File: src/hw/rtl/mf3_pkg.sv
// Shared types, constants and compare helpers for the 3x3 median filter.
// Used by every module of the block but mf3_ram; depends on nothing else.
package mf3_pkg;

  // Geometry of the line stores and the pixel word.
  localparam int unsigned MaxWidth  = 2048;
  localparam int unsigned PixelBits = 8;
  localparam int unsigned ColW      = $clog2(MaxWidth);
  localparam int unsigned CfgW      = 12;
  localparam int unsigned RowW      = 12;

  // Frame size limits and reset values of the configuration registers.
  localparam logic [CfgW-1:0] WidthReset  = CfgW'(640);
  localparam logic [CfgW-1:0] HeightReset = CfgW'(480);
  localparam logic [CfgW-1:0] MinDim      = CfgW'(3);
  localparam logic [CfgW-1:0] MaxDim      = CfgW'(MaxWidth);

  // The first two rows and columns of a frame are border pixels.
  localparam logic [ColW-1:0] FirstInnerCol = ColW'(2);
  localparam logic [RowW-1:0] FirstInnerRow = RowW'(2);

  // Configuration register indexes.
  typedef enum logic [0:0] {
    CFG_WIDTH  = 1'b0,
    CFG_HEIGHT = 1'b1
  } cfg_idx_e;

  typedef logic [PixelBits-1:0] pixel_t;

  // One full 3x3 neighborhood, grouped as three triples of three pixels.
  typedef struct packed {
    pixel_t [8:0] pix;
    logic         last;
  } window_t;

  function automatic pixel_t pix_min(input pixel_t a, input pixel_t b);
    return (a < b) ? a : b;
  endfunction

  function automatic pixel_t pix_max(input pixel_t a, input pixel_t b);
    return (a < b) ? b : a;
  endfunction

  // Median of three values.
  function automatic pixel_t med3(input pixel_t a, input pixel_t b, input pixel_t c);
    return pix_max(pix_min(a, b), pix_min(pix_max(a, b), c));
  endfunction

endpackage

File: src/hw/rtl/mf3_median.sv
// Three-stage median-of-nine compare network ending in the output register.
// Depends on mf3_pkg.
module mf3_median (
  input  logic             clk_i,
  input  logic             rst_ni,
  input  logic             win_valid_i,
  output logic             win_ready_o,
  input  mf3_pkg::window_t win_i,
  output logic             out_valid_o,
  input  logic             out_stall_i,
  output mf3_pkg::pixel_t  median_value_o,
  output logic             last_of_frame_o
);

  // Stage A: each triple sorted into low, middle and high.
  logic                  a_valid_q;
  mf3_pkg::pixel_t [2:0] a_lo_q, a_md_q, a_hi_q;
  logic                  a_last_q;
  mf3_pkg::pixel_t [2:0] a_lo_d, a_md_d, a_hi_d;

  // Stage B: largest low, median of middles, smallest high.
  logic                  b_valid_q;
  mf3_pkg::pixel_t       b_lo_q, b_md_q, b_hi_q;
  logic                  b_last_q;

  // Output register.
  logic                  out_valid_q;
  mf3_pkg::pixel_t       out_med_q;
  logic                  out_last_q;

  logic                  ready_a, ready_b, ready_c;

  assign ready_c     = !out_valid_q || !out_stall_i;
  assign ready_b     = !b_valid_q || ready_c;
  assign ready_a     = !a_valid_q || ready_b;
  assign win_ready_o = ready_a;

  // Sort each triple of the window.
  always_comb begin
    for (int t = 0; t < 3; t++) begin
      a_lo_d[t] = mf3_pkg::pix_min(mf3_pkg::pix_min(win_i.pix[3*t], win_i.pix[3*t+1]),
                                   win_i.pix[3*t+2]);
      a_hi_d[t] = mf3_pkg::pix_max(mf3_pkg::pix_max(win_i.pix[3*t], win_i.pix[3*t+1]),
                                   win_i.pix[3*t+2]);
      a_md_d[t] = mf3_pkg::med3(win_i.pix[3*t], win_i.pix[3*t+1], win_i.pix[3*t+2]);
    end
  end

  // Stage control.
  always_ff @(posedge clk_i or negedge rst_ni) begin
    if (!rst_ni) begin
      a_valid_q   <= 1'b0;
      b_valid_q   <= 1'b0;
      out_valid_q <= 1'b0;
    end else begin
      if (ready_a) begin
        a_valid_q <= win_valid_i;
      end
      if (ready_b) begin
        b_valid_q <= a_valid_q;
      end
      if (ready_c) begin
        out_valid_q <= b_valid_q;
      end
    end
  end

  // Stage payloads.
  always_ff @(posedge clk_i) begin
    if (ready_a && win_valid_i) begin
      a_lo_q   <= a_lo_d;
      a_md_q   <= a_md_d;
      a_hi_q   <= a_hi_d;
      a_last_q <= win_i.last;
    end
    if (ready_b && a_valid_q) begin
      b_lo_q   <= mf3_pkg::pix_max(mf3_pkg::pix_max(a_lo_q[0], a_lo_q[1]), a_lo_q[2]);
      b_md_q   <= mf3_pkg::med3(a_md_q[0], a_md_q[1], a_md_q[2]);
      b_hi_q   <= mf3_pkg::pix_min(mf3_pkg::pix_min(a_hi_q[0], a_hi_q[1]), a_hi_q[2]);
      b_last_q <= a_last_q;
    end
    if (ready_c && b_valid_q) begin
      out_med_q  <= mf3_pkg::med3(b_lo_q, b_md_q, b_hi_q);
      out_last_q <= b_last_q;
    end
  end

  assign out_valid_o     = out_valid_q;
  assign median_value_o  = out_med_q;
  assign last_of_frame_o = out_last_q;

endmodule

File: config.mk
export PLATFORM = sky130hd
export DESIGN_NAME = mf3_median
export DESIGN_NICKNAME = d
export VERILOG_FILES = /design/src/hw/rtl/mf3_pkg.sv /design/src/hw/rtl/mf3_median.sv
export SDC_FILE = /design/constraint.sdc
export NUM_CORES = 1
export LEC_CHECK = 0
export BUFFER_PORTS_ARGS = -buffer_cell sky130_fd_sc_hd__clkbuf_2
export CAP_MARGIN = 20
export CORE_MARGIN = 2
export CORE_UTILIZATION = 67
export DETAILED_ROUTE_END_ITERATION = 10
export GPL_ROUTABILITY_DRIVEN = 0
export HOLD_SLACK_MARGIN = 0.03
export PLACE_DENSITY = 0.95
export SLEW_MARGIN = 20
export SYNTH_ARGS = -nofsm -noshare
export SYNTH_HDL_FRONTEND = slang
export SYNTH_SLANG_ARGS = --single-unit
File: constraint.sdc
create_clock -name clk_i -period 9.3 [get_ports clk_i]
set_input_delay 0.465 -clock clk_i [delete_from_list [all_inputs] [get_ports clk_i]]
set_output_delay 0.465 -clock clk_i [all_outputs]
set_load 0.01 [all_outputs]
==> flow_metrics.env, run 1 <==
export IMPL_setup_viol=0
export IMPL_avgViaCountPerCell=6.44
export IMPL_io_buffer_count=87
export IMPL_cp_start_kind="register"
export IMPL_hp_start="win_i[0]"
export IMPL_ant_nets=0
export IMPL_tns_ps=0
export IMPL_dieArea_mm2=0.0165
export IMPL_grt_max_degree=74
export IMPL_ff2ff_path_depth=21
export IMPL_area_growth_pct=8.18
export IMPL_cts_made_buffers=9
export IMPL_worstSetupStartpoint="a_md_q[2]"
export IMPL_hold_path_depth=1
export IMPL_clock_path_buffers=2
export IMPL_antenna_found_initial=1
export IMPL_post_cts_resized=0
export IMPL_nNetsFinal=1330
export IMPL_async_flop_share_pct=2.73
export IMPL_synth_cell_types=69
export IMPL_maxCapViolations=0
export IMPL_drcViolationCount=0
export IMPL_diodes=0
export IMPL_cp_data_required_time_ps=9420
export IMPL_via_count=8319
export IMPL_maxSlewHeadroom_pct=28.7
export IMPL_grt_pass1_wl_um=41000
export IMPL_grt_overflow=0
export IMPL_status="complete, no violations"
export IMPL_cts_tree="done"
export IMPL_dieWidth_um=129
export IMPL_critical_path_max_fanout=16
export IMPL_clockRootBuffer="clkbuf_16"
export IMPL_seq_area_frac_synth_pct=31.7
export IMPL_syn_area_mm2=0.0104
export IMPL_fin_skew_ps=8.49
export IMPL_synth_enable_flop_cells=107
export IMPL_critical_path_class="reg -> reg"
export IMPL_dp_hpwl_um=19900
export IMPL_syn_num_nets=1255
export IMPL_power_density_mw_per_mm2=288
export IMPL_critPathCaptureType="register"
export IMPL_p_switching_uw=1440
export IMPL_wire_per_inst_um=19.3
export IMPL_finalHoldViolCount=0
export IMPL_yosysWarnings=0
export IMPL_hp_class="in -> reg"
export IMPL_period_share_pct=65.7
export IMPL_synth_ff_type="edfxtp_1"
export IMPL_rows=45
export IMPL_fin_crit_ps=6110
export IMPL_post_route_cells_drive_above_1_share_pct=17.0
export IMPL_postSynthAreaPerCell_um2=10.1
export IMPL_rsz0062_at_grt="no"
export IMPL_layout_common_cells="ha_1 (154), inv_1 (140), edfxtp_1 (107)"
export IMPL_swShare_pct=44.4
export IMPL_worstMarginPinSlew_ps=1040
export IMPL_core_area_mm2=0.0152
export IMPL_initial_core_util_pct=68.3
export IMPL_slew_violations=0
export IMPL_fmax_ghz=0.164
export IMPL_p_comb_share_pct=62.6
export IMPL_totalWireLength_um=24900
export IMPL_drt_iter0_drc=845
export IMPL_cts_sinks=110
export IMPL_cts_setup_buffers=0
export IMPL_clk_latency_ps=360
export IMPL_first_global_vias=8361
export IMPL_fp_dieH_um=129
export IMPL_synth_seq_cells=110
export IMPL_r2r_start="a_md_q[2]"
export IMPL_fill_cells=948
export IMPL_drt_pass1_iter_count=6
export IMPL_layout_commonest_cell="ha_1"
export IMPL_dpl_cell_count=1275
export IMPL_grt_util_all_layers_pct=31.6
export IMPL_ios=88
export IMPL_seqPwrFrac_pct=25.8
export IMPL_worst_ep_arrival_time_ps=6230
export IMPL_ir_drop_uv=226
export IMPL_cts_clk_slew_worst_paths_ps=80
export IMPL_h_tree_depth=3
export IMPL_clock_power_share_pct=11.6
export IMPL_p_leak_uw=0.00528
export IMPL_stdcell_count=1292
export IMPL_power_internal_uw=1800
export IMPL_netlist_instances=1024
-- worst max-delay path, cell delays in order (launching register included) --
cell	delay (ps)
edfxtp_1	430
ha_1	330
or3_1	360
o21ai_0	110
nor3_2	80
nor2b_1	640
buf_4	330
mux2_2	380
ha_1	290
a211oi_1	80
a221o_1	380
nand2_1	100
o31a_1	470
mux2i_1	320
ha_1	290
a21o_1	180
a21oi_1	170
o21ai_0	100
a21oi_1	250
o31ai_4	220
nor3b_1	260
nor3_1	80
-- layout make-up --
type,count,area [um^2],share of cell area [%]
multi-input cells,748,6440,57.3
inverters,140,526,4.68
clock inverters,6,55.1,0.490
clock buffers,10,229,2.04
flip-flops and latches,110,3290,29.3
well taps,188,235,2.09
repair buffers,90,460,4.10
-- cells in the mapped netlist (5+ instances only) --
library cell    n  area, um^2
buf_4           5        37.5
o21a_1          7        52.6
nand2b_1       21         131
ha_1          154        1930
mux2_2         53         597
nand4_1        17         106
edfxtp_1      107        3210
buf_2           7        35.0
clkbuf_1       10        37.5
o21ai_0        68         340
nor2b_1        10        62.6
nand2_1        51         191
and2_1          8        50.1
nand3_1        17        85.1
a21oi_1        46         230
mux2_1         18         203
nor2_1         22        82.6
o21ai_1         8        40.0
or3_1           8        50.1
o22ai_1         7        43.8
a31oi_1         5        31.3
inv_1         140         526
nor3_1         17        85.1
mux2i_1       100        1000
o211ai_1       10        75.1
a21o_1         27         203
a211oi_1       10        75.1
-- through the flow --
stage                     setup WS, ps  total power (uW)  hold WS [ps]  cell area, um^2  utilization (%)
after floorplan                   3980              2370           169            10400                -
after detailed placement          3230              2810           267            10900             72.0
after global routing              2900              3480           275            11200             73.9
final                             3190              3240           278            11200             73.9
after global placement            3500              2680           265            10900             72.0
after CTS                         3290              3210           271            11200             73.9
-- worst paths after layout --
check                              end  slack (ps)
setup reg to reg             b_md_q[0]        3190
hold reg to reg               b_last_q         430
min in group asynchronous  out_valid_o         420
max in group asynchronous    b_valid_q        8770
setup / recovery             b_md_q[0]        3190
hold / removal                a_last_q         280
-- registers in the layout (all words and copies together), names as in the netlist, 8 cells and up --
| register | cells |
|---|---|
| b_md_q | 8 |
| b_hi_q | 8 |
| a_hi_q | 24 |
| median_value_o | 8 |
| a_lo_q | 24 |
| b_lo_q | 8 |
| a_md_q | 24 |
-- power groups by stage --
| stage | registers (uW) | logic [uW] | clock network (uW) |
|---|---|---|---|
| 2_1_floorplan | 821 | 1550 | 0 |
| 3_3_place_gp | 838 | 1840 | 0 |
| 3_5_place_dp | 844 | 1970 | 0 |
| 4_1_cts | 834 | 1990 | 377 |
| 5_1_grt | 848 | 2240 | 395 |
| 6_report | 836 | 2030 | 376 |
-- logic make-up (layout without fill, tap and decap cells) --
family / after synthesis / in the layout / synth area share (%)
flip-flops: 110 / 110 / 31.7
AND/OR/NAND/NOR: 184 / 184 / 9.02
AO/OA/AOI/OAI: 234 / 234 / 16.4
buffers and inverters: 166 / 246 / 6.34
adder cells (fa/ha/maj): 154 / 154 / 18.6
multiplexers: 176 / 176 / 18.0
-- layer usage --
metal / up-vias / part of all wire [%] / global-route usage [%]
li1: 3943 / - / -
met1: 3913 / 40 / 39.1
met2: 384 / 49 / 55.2
met3: 79 / 7.1 / 5.07
met4: 0 / 4.1 / 13.3
met5: - / 0 / 0
-- timing repair --
action	in CTS	in global routing
hold endpoints to repair	3	0
hold buffers	1	0
endpoints found under the setup margin	0	0
No activity file was read; power rests on OpenSTA's default activity.
==> inputs of run 2 (changes only) <==
--- a/config.mk
+++ b/config.mk
@@ -8,11 +8,11 @@
 export BUFFER_PORTS_ARGS = -buffer_cell sky130_fd_sc_hd__clkbuf_2
 export CAP_MARGIN = 20
 export CORE_MARGIN = 2
-export CORE_UTILIZATION = 67
+export CORE_UTILIZATION = 56
 export DETAILED_ROUTE_END_ITERATION = 10
 export GPL_ROUTABILITY_DRIVEN = 0
 export HOLD_SLACK_MARGIN = 0.03
-export PLACE_DENSITY = 0.95
+export PLACE_DENSITY = 0.87
 export SLEW_MARGIN = 20
 export SYNTH_ARGS = -nofsm -noshare
 export SYNTH_HDL_FRONTEND = slang
==> constraint.sdc (replaced) <==
create_clock -name clk_i -period 5.48 [get_ports clk_i]
set_input_delay 0.274 -clock clk_i [delete_from_list [all_inputs] [get_ports clk_i]]
set_output_delay 0.274 -clock clk_i [all_outputs]
set_load 0.01 [all_outputs]
==> flow_metrics.env, run 2 (synthesis results as in run 1) <==
export IMPL_period_share_pct=97.1
export IMPL_avgViaCountPerCell=6.02
export IMPL_grt_pass1_wl_um=37600
export IMPL_h_tree_depth=3
export IMPL_fp_dieH_um=140
export IMPL_fmax_ghz=0.188
export IMPL_core_area_mm2=0.0181
export IMPL_regArea_mm2=0.00329
export IMPL_grt_overflow=0
export IMPL_clock_path_buffers=2
export IMPL_dpl_cell_count=1328
export IMPL_power_density_mw_per_mm2=491
export IMPL_cp_start_kind="register"
export IMPL_final_core_util_pct=63.5
export IMPL_layout_common_cells="ha_1 (154), inv_1 (140), edfxtp_1 (107)"
export IMPL_cp_data_required_time_ps=5580
export IMPL_cts_made_buffers=9
export IMPL_initial_core_util_pct=57.4
export IMPL_critical_path_class="reg -> reg"
export IMPL_stdcell_count=1351
export IMPL_diodes=0
export IMPL_fin_crit_ps=5320
export IMPL_ff2ff_setup_slack_ps=160
export IMPL_maxCapViolations=0
export IMPL_p_leak_uw=0.00539
export IMPL_antenna_found_initial=0
export IMPL_dp_hpwl_um=19300
export IMPL_dieWidth_um=140
export IMPL_ant_nets=0
export IMPL_wire_per_inst_um=17.6
export IMPL_cts_tree="done"
export IMPL_fill_cells=1329
export IMPL_area_growth_pct=10.5
export IMPL_cts_clk_slew_worst_paths_ps=70
export IMPL_critPathCaptureType="register"
export IMPL_via_count=8127
export IMPL_io_buffer_count=87
export IMPL_drt_iter0_drc=571
export IMPL_ir_drop_uv=338
export IMPL_clk_latency_ps=360
export IMPL_post_route_cells_drive_above_1_share_pct=18.7
export IMPL_reg_top3="a_hi_q x24, a_lo_q x24, a_md_q x24"
export IMPL_first_global_vias=7824
export IMPL_ios=88
export IMPL_rows=49
export IMPL_grt_util_all_layers_pct=24.0
export IMPL_worstMarginPinSlew_ps=1040
export IMPL_violations="DRC"
export IMPL_fin_skew_ps=7.59
export IMPL_grt_max_degree=74
export IMPL_slew_violations=0
export IMPL_maxSlewHeadroom_pct=30.6
export IMPL_status="finished, violations left"
export IMPL_hp_class="in -> reg"
export IMPL_multi_input_area_mm2=0.00647
export IMPL_clockRootBuffer="clkbuf_16"
export IMPL_drt_pass1_iter_count=8
export IMPL_critical_path_max_fanout=10
export IMPL_drcViolationCount=3
export IMPL_dieArea_mm2=0.0197
export IMPL_cts_sinks=110
export IMPL_finalHoldViolCount=0
export IMPL_layout_commonest_cell="ha_1"
export IMPL_totalWireLength_um=23800
export IMPL_worst_ep_arrival_time_ps=5420
export IMPL_nNetsFinal=1348
export IMPL_setup_viol=0
==> run 2: cell types whose count changed in the layout (fill, tap and decap cells not counted), moves of 2 or more <==
cell,before,now
mux2i_1,100,98
clkbuf_8,0,2
clkinv_4,0,2
buf_4,2,19
mux2i_2,1,3
a21oi_1,46,44
a21oi_2,1,4
==> run 2: worst max-delay path, cell delays in order, from the launching register on <==
cell and delay, ps:
edfxtp_1 450, ha_1 340, a21oi_1 140, nor2_1 60, a211oi_1 290, nor2b_1 210, buf_4 200, mux2_2 380
ha_1 290, a211oi_1 370, a221o_1 260, nand2_1 80, o31a_1 130, buf_4 190, mux2i_1 160, ha_1 190
a21o_1 180, a21oi_1 190, o21ai_0 140, a21oi_1 240, o31ai_4 170, nor3b_1 270, nor3_1 120
==> run 2: final cells by class <==
| type | count | area share (%) |
|---|---|---|
| clock inverter | 5 | 0.567 |
| multi-input combinational | 749 | 56.4 |
| inverter | 140 | 4.58 |
| clock buffer | 11 | 2.20 |
| tap | 229 | 2.50 |
| sequential | 110 | 28.6 |
| timing repair buffer | 107 | 5.12 |
==> run 2: worst paths after layout <==
path / cells past startpoint / end / startpoint
setup / recovery: 22 / b_md_q[0] / a_md_q[5]
hold / removal: 1 / a_last_q / win_i[0]
max in group asynchronous: 2 / a_valid_q / rst_ni
min in group asynchronous: 2 / out_valid_o / rst_ni
setup reg to reg: 22 / b_md_q[0] / a_md_q[5]
hold reg to reg: 0 / b_last_q / a_last_q
==> run 2: routing by layer <==
layer  vias to the layer above  track usage (%)  share of wire (%)
met5                         -                0                  0
met4                         0             7.12                2.3
met3                        38             4.72                6.3
met2                       272             42.3                 49
met1                      3827             29.8                 42
li1                       3990                -                  -
==> run 2: repair_timing <==
action | 4_1_cts | 5_1_grt
setup endpoints to repair | 0 | 18
hold endpoints to repair | 3 | 0
resized for setup | 0 | 5
setup buffers | 0 | 5
hold buffers | 1 | 0
==> run 2: power by group <==
part / switching, uW / total, uW / internal [uW]
registers: 134 / 1420 / 1280
logic: 1980 / 3530 / 1550
clock network: 303 / 688 / 384
==> run 2: stage by stage <==
stage / total power, uW / setup slack (ps) / setup TNS (ps) / area (um^2) / hold WS, ps
detailed placement: 4780 / -108 / -108 / 11100 / 76.0
global placement: 4610 / 176 / 0 / 11100 / 73.7
CTS: 5480 / 56.8 / 0 / 11400 / 84.0
global route: 6030 / -38.3 / -55.9 / 11500 / 83.0
finish: 5640 / 157 / 0 / 11500 / 92.4
floorplan: 4020 / 354 / 0 / 10400 / -21.6
==> inputs of run 3 (changes only) <==
--- a/config.mk
+++ b/config.mk
@@ -5,6 +5,7 @@
 export SDC_FILE = /design/constraint.sdc
 export NUM_CORES = 1
 export LEC_CHECK = 0
+export ABC_AREA = 1
 export BUFFER_PORTS_ARGS = -buffer_cell sky130_fd_sc_hd__clkbuf_2
 export CAP_MARGIN = 20
 export CORE_MARGIN = 2
@@ -12,7 +13,7 @@
 export DETAILED_ROUTE_END_ITERATION = 10
 export GPL_ROUTABILITY_DRIVEN = 0
 export HOLD_SLACK_MARGIN = 0.03
-export PLACE_DENSITY = 0.87
+export PLACE_DENSITY = 0.88
 export SLEW_MARGIN = 20
 export SYNTH_ARGS = -nofsm -noshare
 export SYNTH_HDL_FRONTEND = slang
==> flow_metrics.env, run 3 <==
export IMPL_status="complete, no violations"
export IMPL_synth_common_cells="nand2_1 (369), inv_1 (214), ha_1 (154)"
export IMPL_dp_hpwl_um=19000
export IMPL_cts_clk_slew_worst_paths_ps=70
export IMPL_fin_crit_ps=4750
export IMPL_grt_overflow=0
export IMPL_tns_ps=0
export IMPL_fp_dieH_um=139
export IMPL_clock_path_buffers=2
export IMPL_drcViolationCount=0
export IMPL_nNetsFinal=1666
export IMPL_rows=49
export IMPL_worst_ep_arrival_time_ps=4870
export IMPL_post_route_cells_drive_above_1_share_pct=11.1
export IMPL_cts_made_buffers=9
export IMPL_cts_sinks=110
export IMPL_drt_iter0_drc=720
export IMPL_antenna_found_initial=0
export IMPL_crit_top_cell="nand2_1"
export IMPL_reg_top3="a_hi_q x24, a_lo_q x24, a_md_q x24"
export IMPL_netlist_instances=1363
export IMPL_critical_path_top_delay_family="compound AO/OA/AOI/OAI gates"
export IMPL_io_buffer_count=87
export IMPL_core_area_mm2=0.0178
export IMPL_layout_common_cells="nand2_1 (369), inv_1 (214), ha_1 (154)"
export IMPL_fill_cells=1505
export IMPL_synth_cell_types=24
export IMPL_fin_ws_ps=730
export IMPL_place_ws_ps=476
export IMPL_hold_path_depth=1
export IMPL_cp_start_kind="input port"
export IMPL_critPathCaptureType="register"
export IMPL_maxSlewHeadroom_pct=27.7
export IMPL_dieWidth_um=139
export IMPL_hold_end="a_last_q"
export IMPL_first_global_vias=8689
export IMPL_setup_viol=0
export IMPL_wire_per_inst_um=14.1
export IMPL_finalHoldViolCount=0
export IMPL_clk_latency_ps=370
export IMPL_clockRootBuffer="clkbuf_16"
export IMPL_grt_pass1_wl_um=39800
export IMPL_cp_data_required_time_ps=5600
export IMPL_postCtsHoldBufs=1
export IMPL_post_cts_resized=0
export IMPL_p_leak_uw=0.00576
export IMPL_ff2ff_path_depth=21
export IMPL_rsz0062_at_grt="no"
export IMPL_ff2ff_setup_slack_ps=830
export IMPL_area_growth_pct=9.01
export IMPL_synth_top_cell_area_share_pct=31.7
export IMPL_diodes=0
export IMPL_synth_most_common_cell="nand2_1"
export IMPL_layout_commonest_cell="nand2_1"
export IMPL_ant_nets=0
export IMPL_totalWireLength_um=23400
export IMPL_critical_path_max_fanout=31
export IMPL_synth_enable_flop_cells=107
export IMPL_slowest_delay_ps=540
export IMPL_critical_path_buf_inv_count=5
export IMPL_dieArea_mm2=0.0192
export IMPL_seq_area_frac_synth_pct=32.4
export IMPL_synth_seq_cells=110
export IMPL_initial_core_util_pct=56.8
export IMPL_h_tree_depth=3
export IMPL_synth_ff_type="edfxtp_1"
export IMPL_fmax_ghz=0.211
export IMPL_grt_max_degree=61
export IMPL_reg2reg_to="b_md_q[5]"
export IMPL_yosysWarnings=0
export IMPL_yosys_area_top_type="edfxtp_1"
export IMPL_async_flop_share_pct=2.73
export IMPL_ios=88
export IMPL_cts_setup_buffers=0
export IMPL_slew_violations=0
export IMPL_ir_drop_uv=664
export IMPL_critical_path_class="in -> reg"
export IMPL_avgViaCountPerCell=5.47
export IMPL_worstMarginPinSlew_ps=1080
export IMPL_period_share_pct=86.7
export IMPL_syn_area_mm2=0.0101
export IMPL_yosys_top_cells_area="edfxtp_1 (32%), ha_1 (19%), nand2_1 (14%), inv_1 (7.9%), a21oi_1 (5.6%)"
export IMPL_power_density_mw_per_mm2=567
export IMPL_hold_slack_ps=90.2
export IMPL_via_count=9131
export IMPL_grt_util_all_layers_pct=25.0
export IMPL_postSynthAreaPerCell_um2=7.44
export IMPL_fin_skew_ps=9.14
export IMPL_crit_slowest_cell="o21ai_0"
export IMPL_drt_pass1_iter_count=5
export IMPL_hp_start="win_i[0]"
export IMPL_r2r_start="a_md_q[5]"
export IMPL_syn_num_nets=1594
export IMPL_cts_tree="done"
export IMPL_maxCapViolations=0
export IMPL_hp_class="in -> reg"
-- run 3: cell type report --
cell class / instances / area, um^2 / area share, %
Clock inverter: 6 / 93.8 / 0.849
Inverter: 214 / 803 / 7.27
Tap cell: 229 / 287 / 2.59
Multi-Input combinational cell: 1007 / 5870 / 53.1
Sequential cell: 110 / 3290 / 29.8
Clock buffer: 9 / 225 / 2.04
Timing Repair Buffer: 93 / 483 / 4.37
-- run 3: cells by family (layout without fill, tap and decap cells) --
group	count (synthesis)	after routing	share of synthesized area (%)
AO/OA/AOI/OAI	267	267	14.6
adder cells (fa/ha/maj)	154	154	19.0
buffers and inverters	246	322	9.73
flip-flops	110	110	32.4
AND/OR/NAND/NOR	586	586	24.2
-- run 3: through the flow --
stage | std cells | power [uW] | instance area, um^2 | util, %
finish | 1668 | 6260 | 11000 | 61.9
global route | 1668 | 6960 | 11000 | 61.9
CTS | 1668 | 6240 | 11000 | 61.9
detailed placement | 1652 | 5500 | 10700 | 60.1
global placement | 1652 | 5280 | 10700 | 60.1
floorplan | 1363 | 4610 | 10100 | -
-- run 3: layer usage --
metal	up-vias	track usage (%)	wire, um
li1	4649	-	-
met1	4140	32.3	10200
met2	292	42.8	11200
met3	50	3.57	1400
met4	0	9.61	670
met5	-	0	0
-- run 3: power by group --
part / total, uW / switching [uW] / internal (uW)
clock network: 718 / 315 / 403
logic: 4060 / 2630 / 1430
registers: 1490 / 119 / 1370
-- run 3: worst max-delay path by stage --
| stage | end | depth (start not counted) | startpoint | slack [ps] |
|---|---|---|---|---|
| 2_1_floorplan | a_hi_q[0] | 5 | out_valid_o | 1240 |
| 3_3_place_gp | a_md_q[1] | 25 | win_i[16] | 570 |
| 3_5_place_dp | a_md_q[1] | 25 | win_i[16] | 480 |
| 4_1_cts | a_md_q[0] | 25 | win_i[16] | 840 |
| 5_1_grt | a_md_q[3] | 25 | win_i[16] | 220 |
| 6_report | a_md_q[3] | 25 | win_i[16] | 730 |
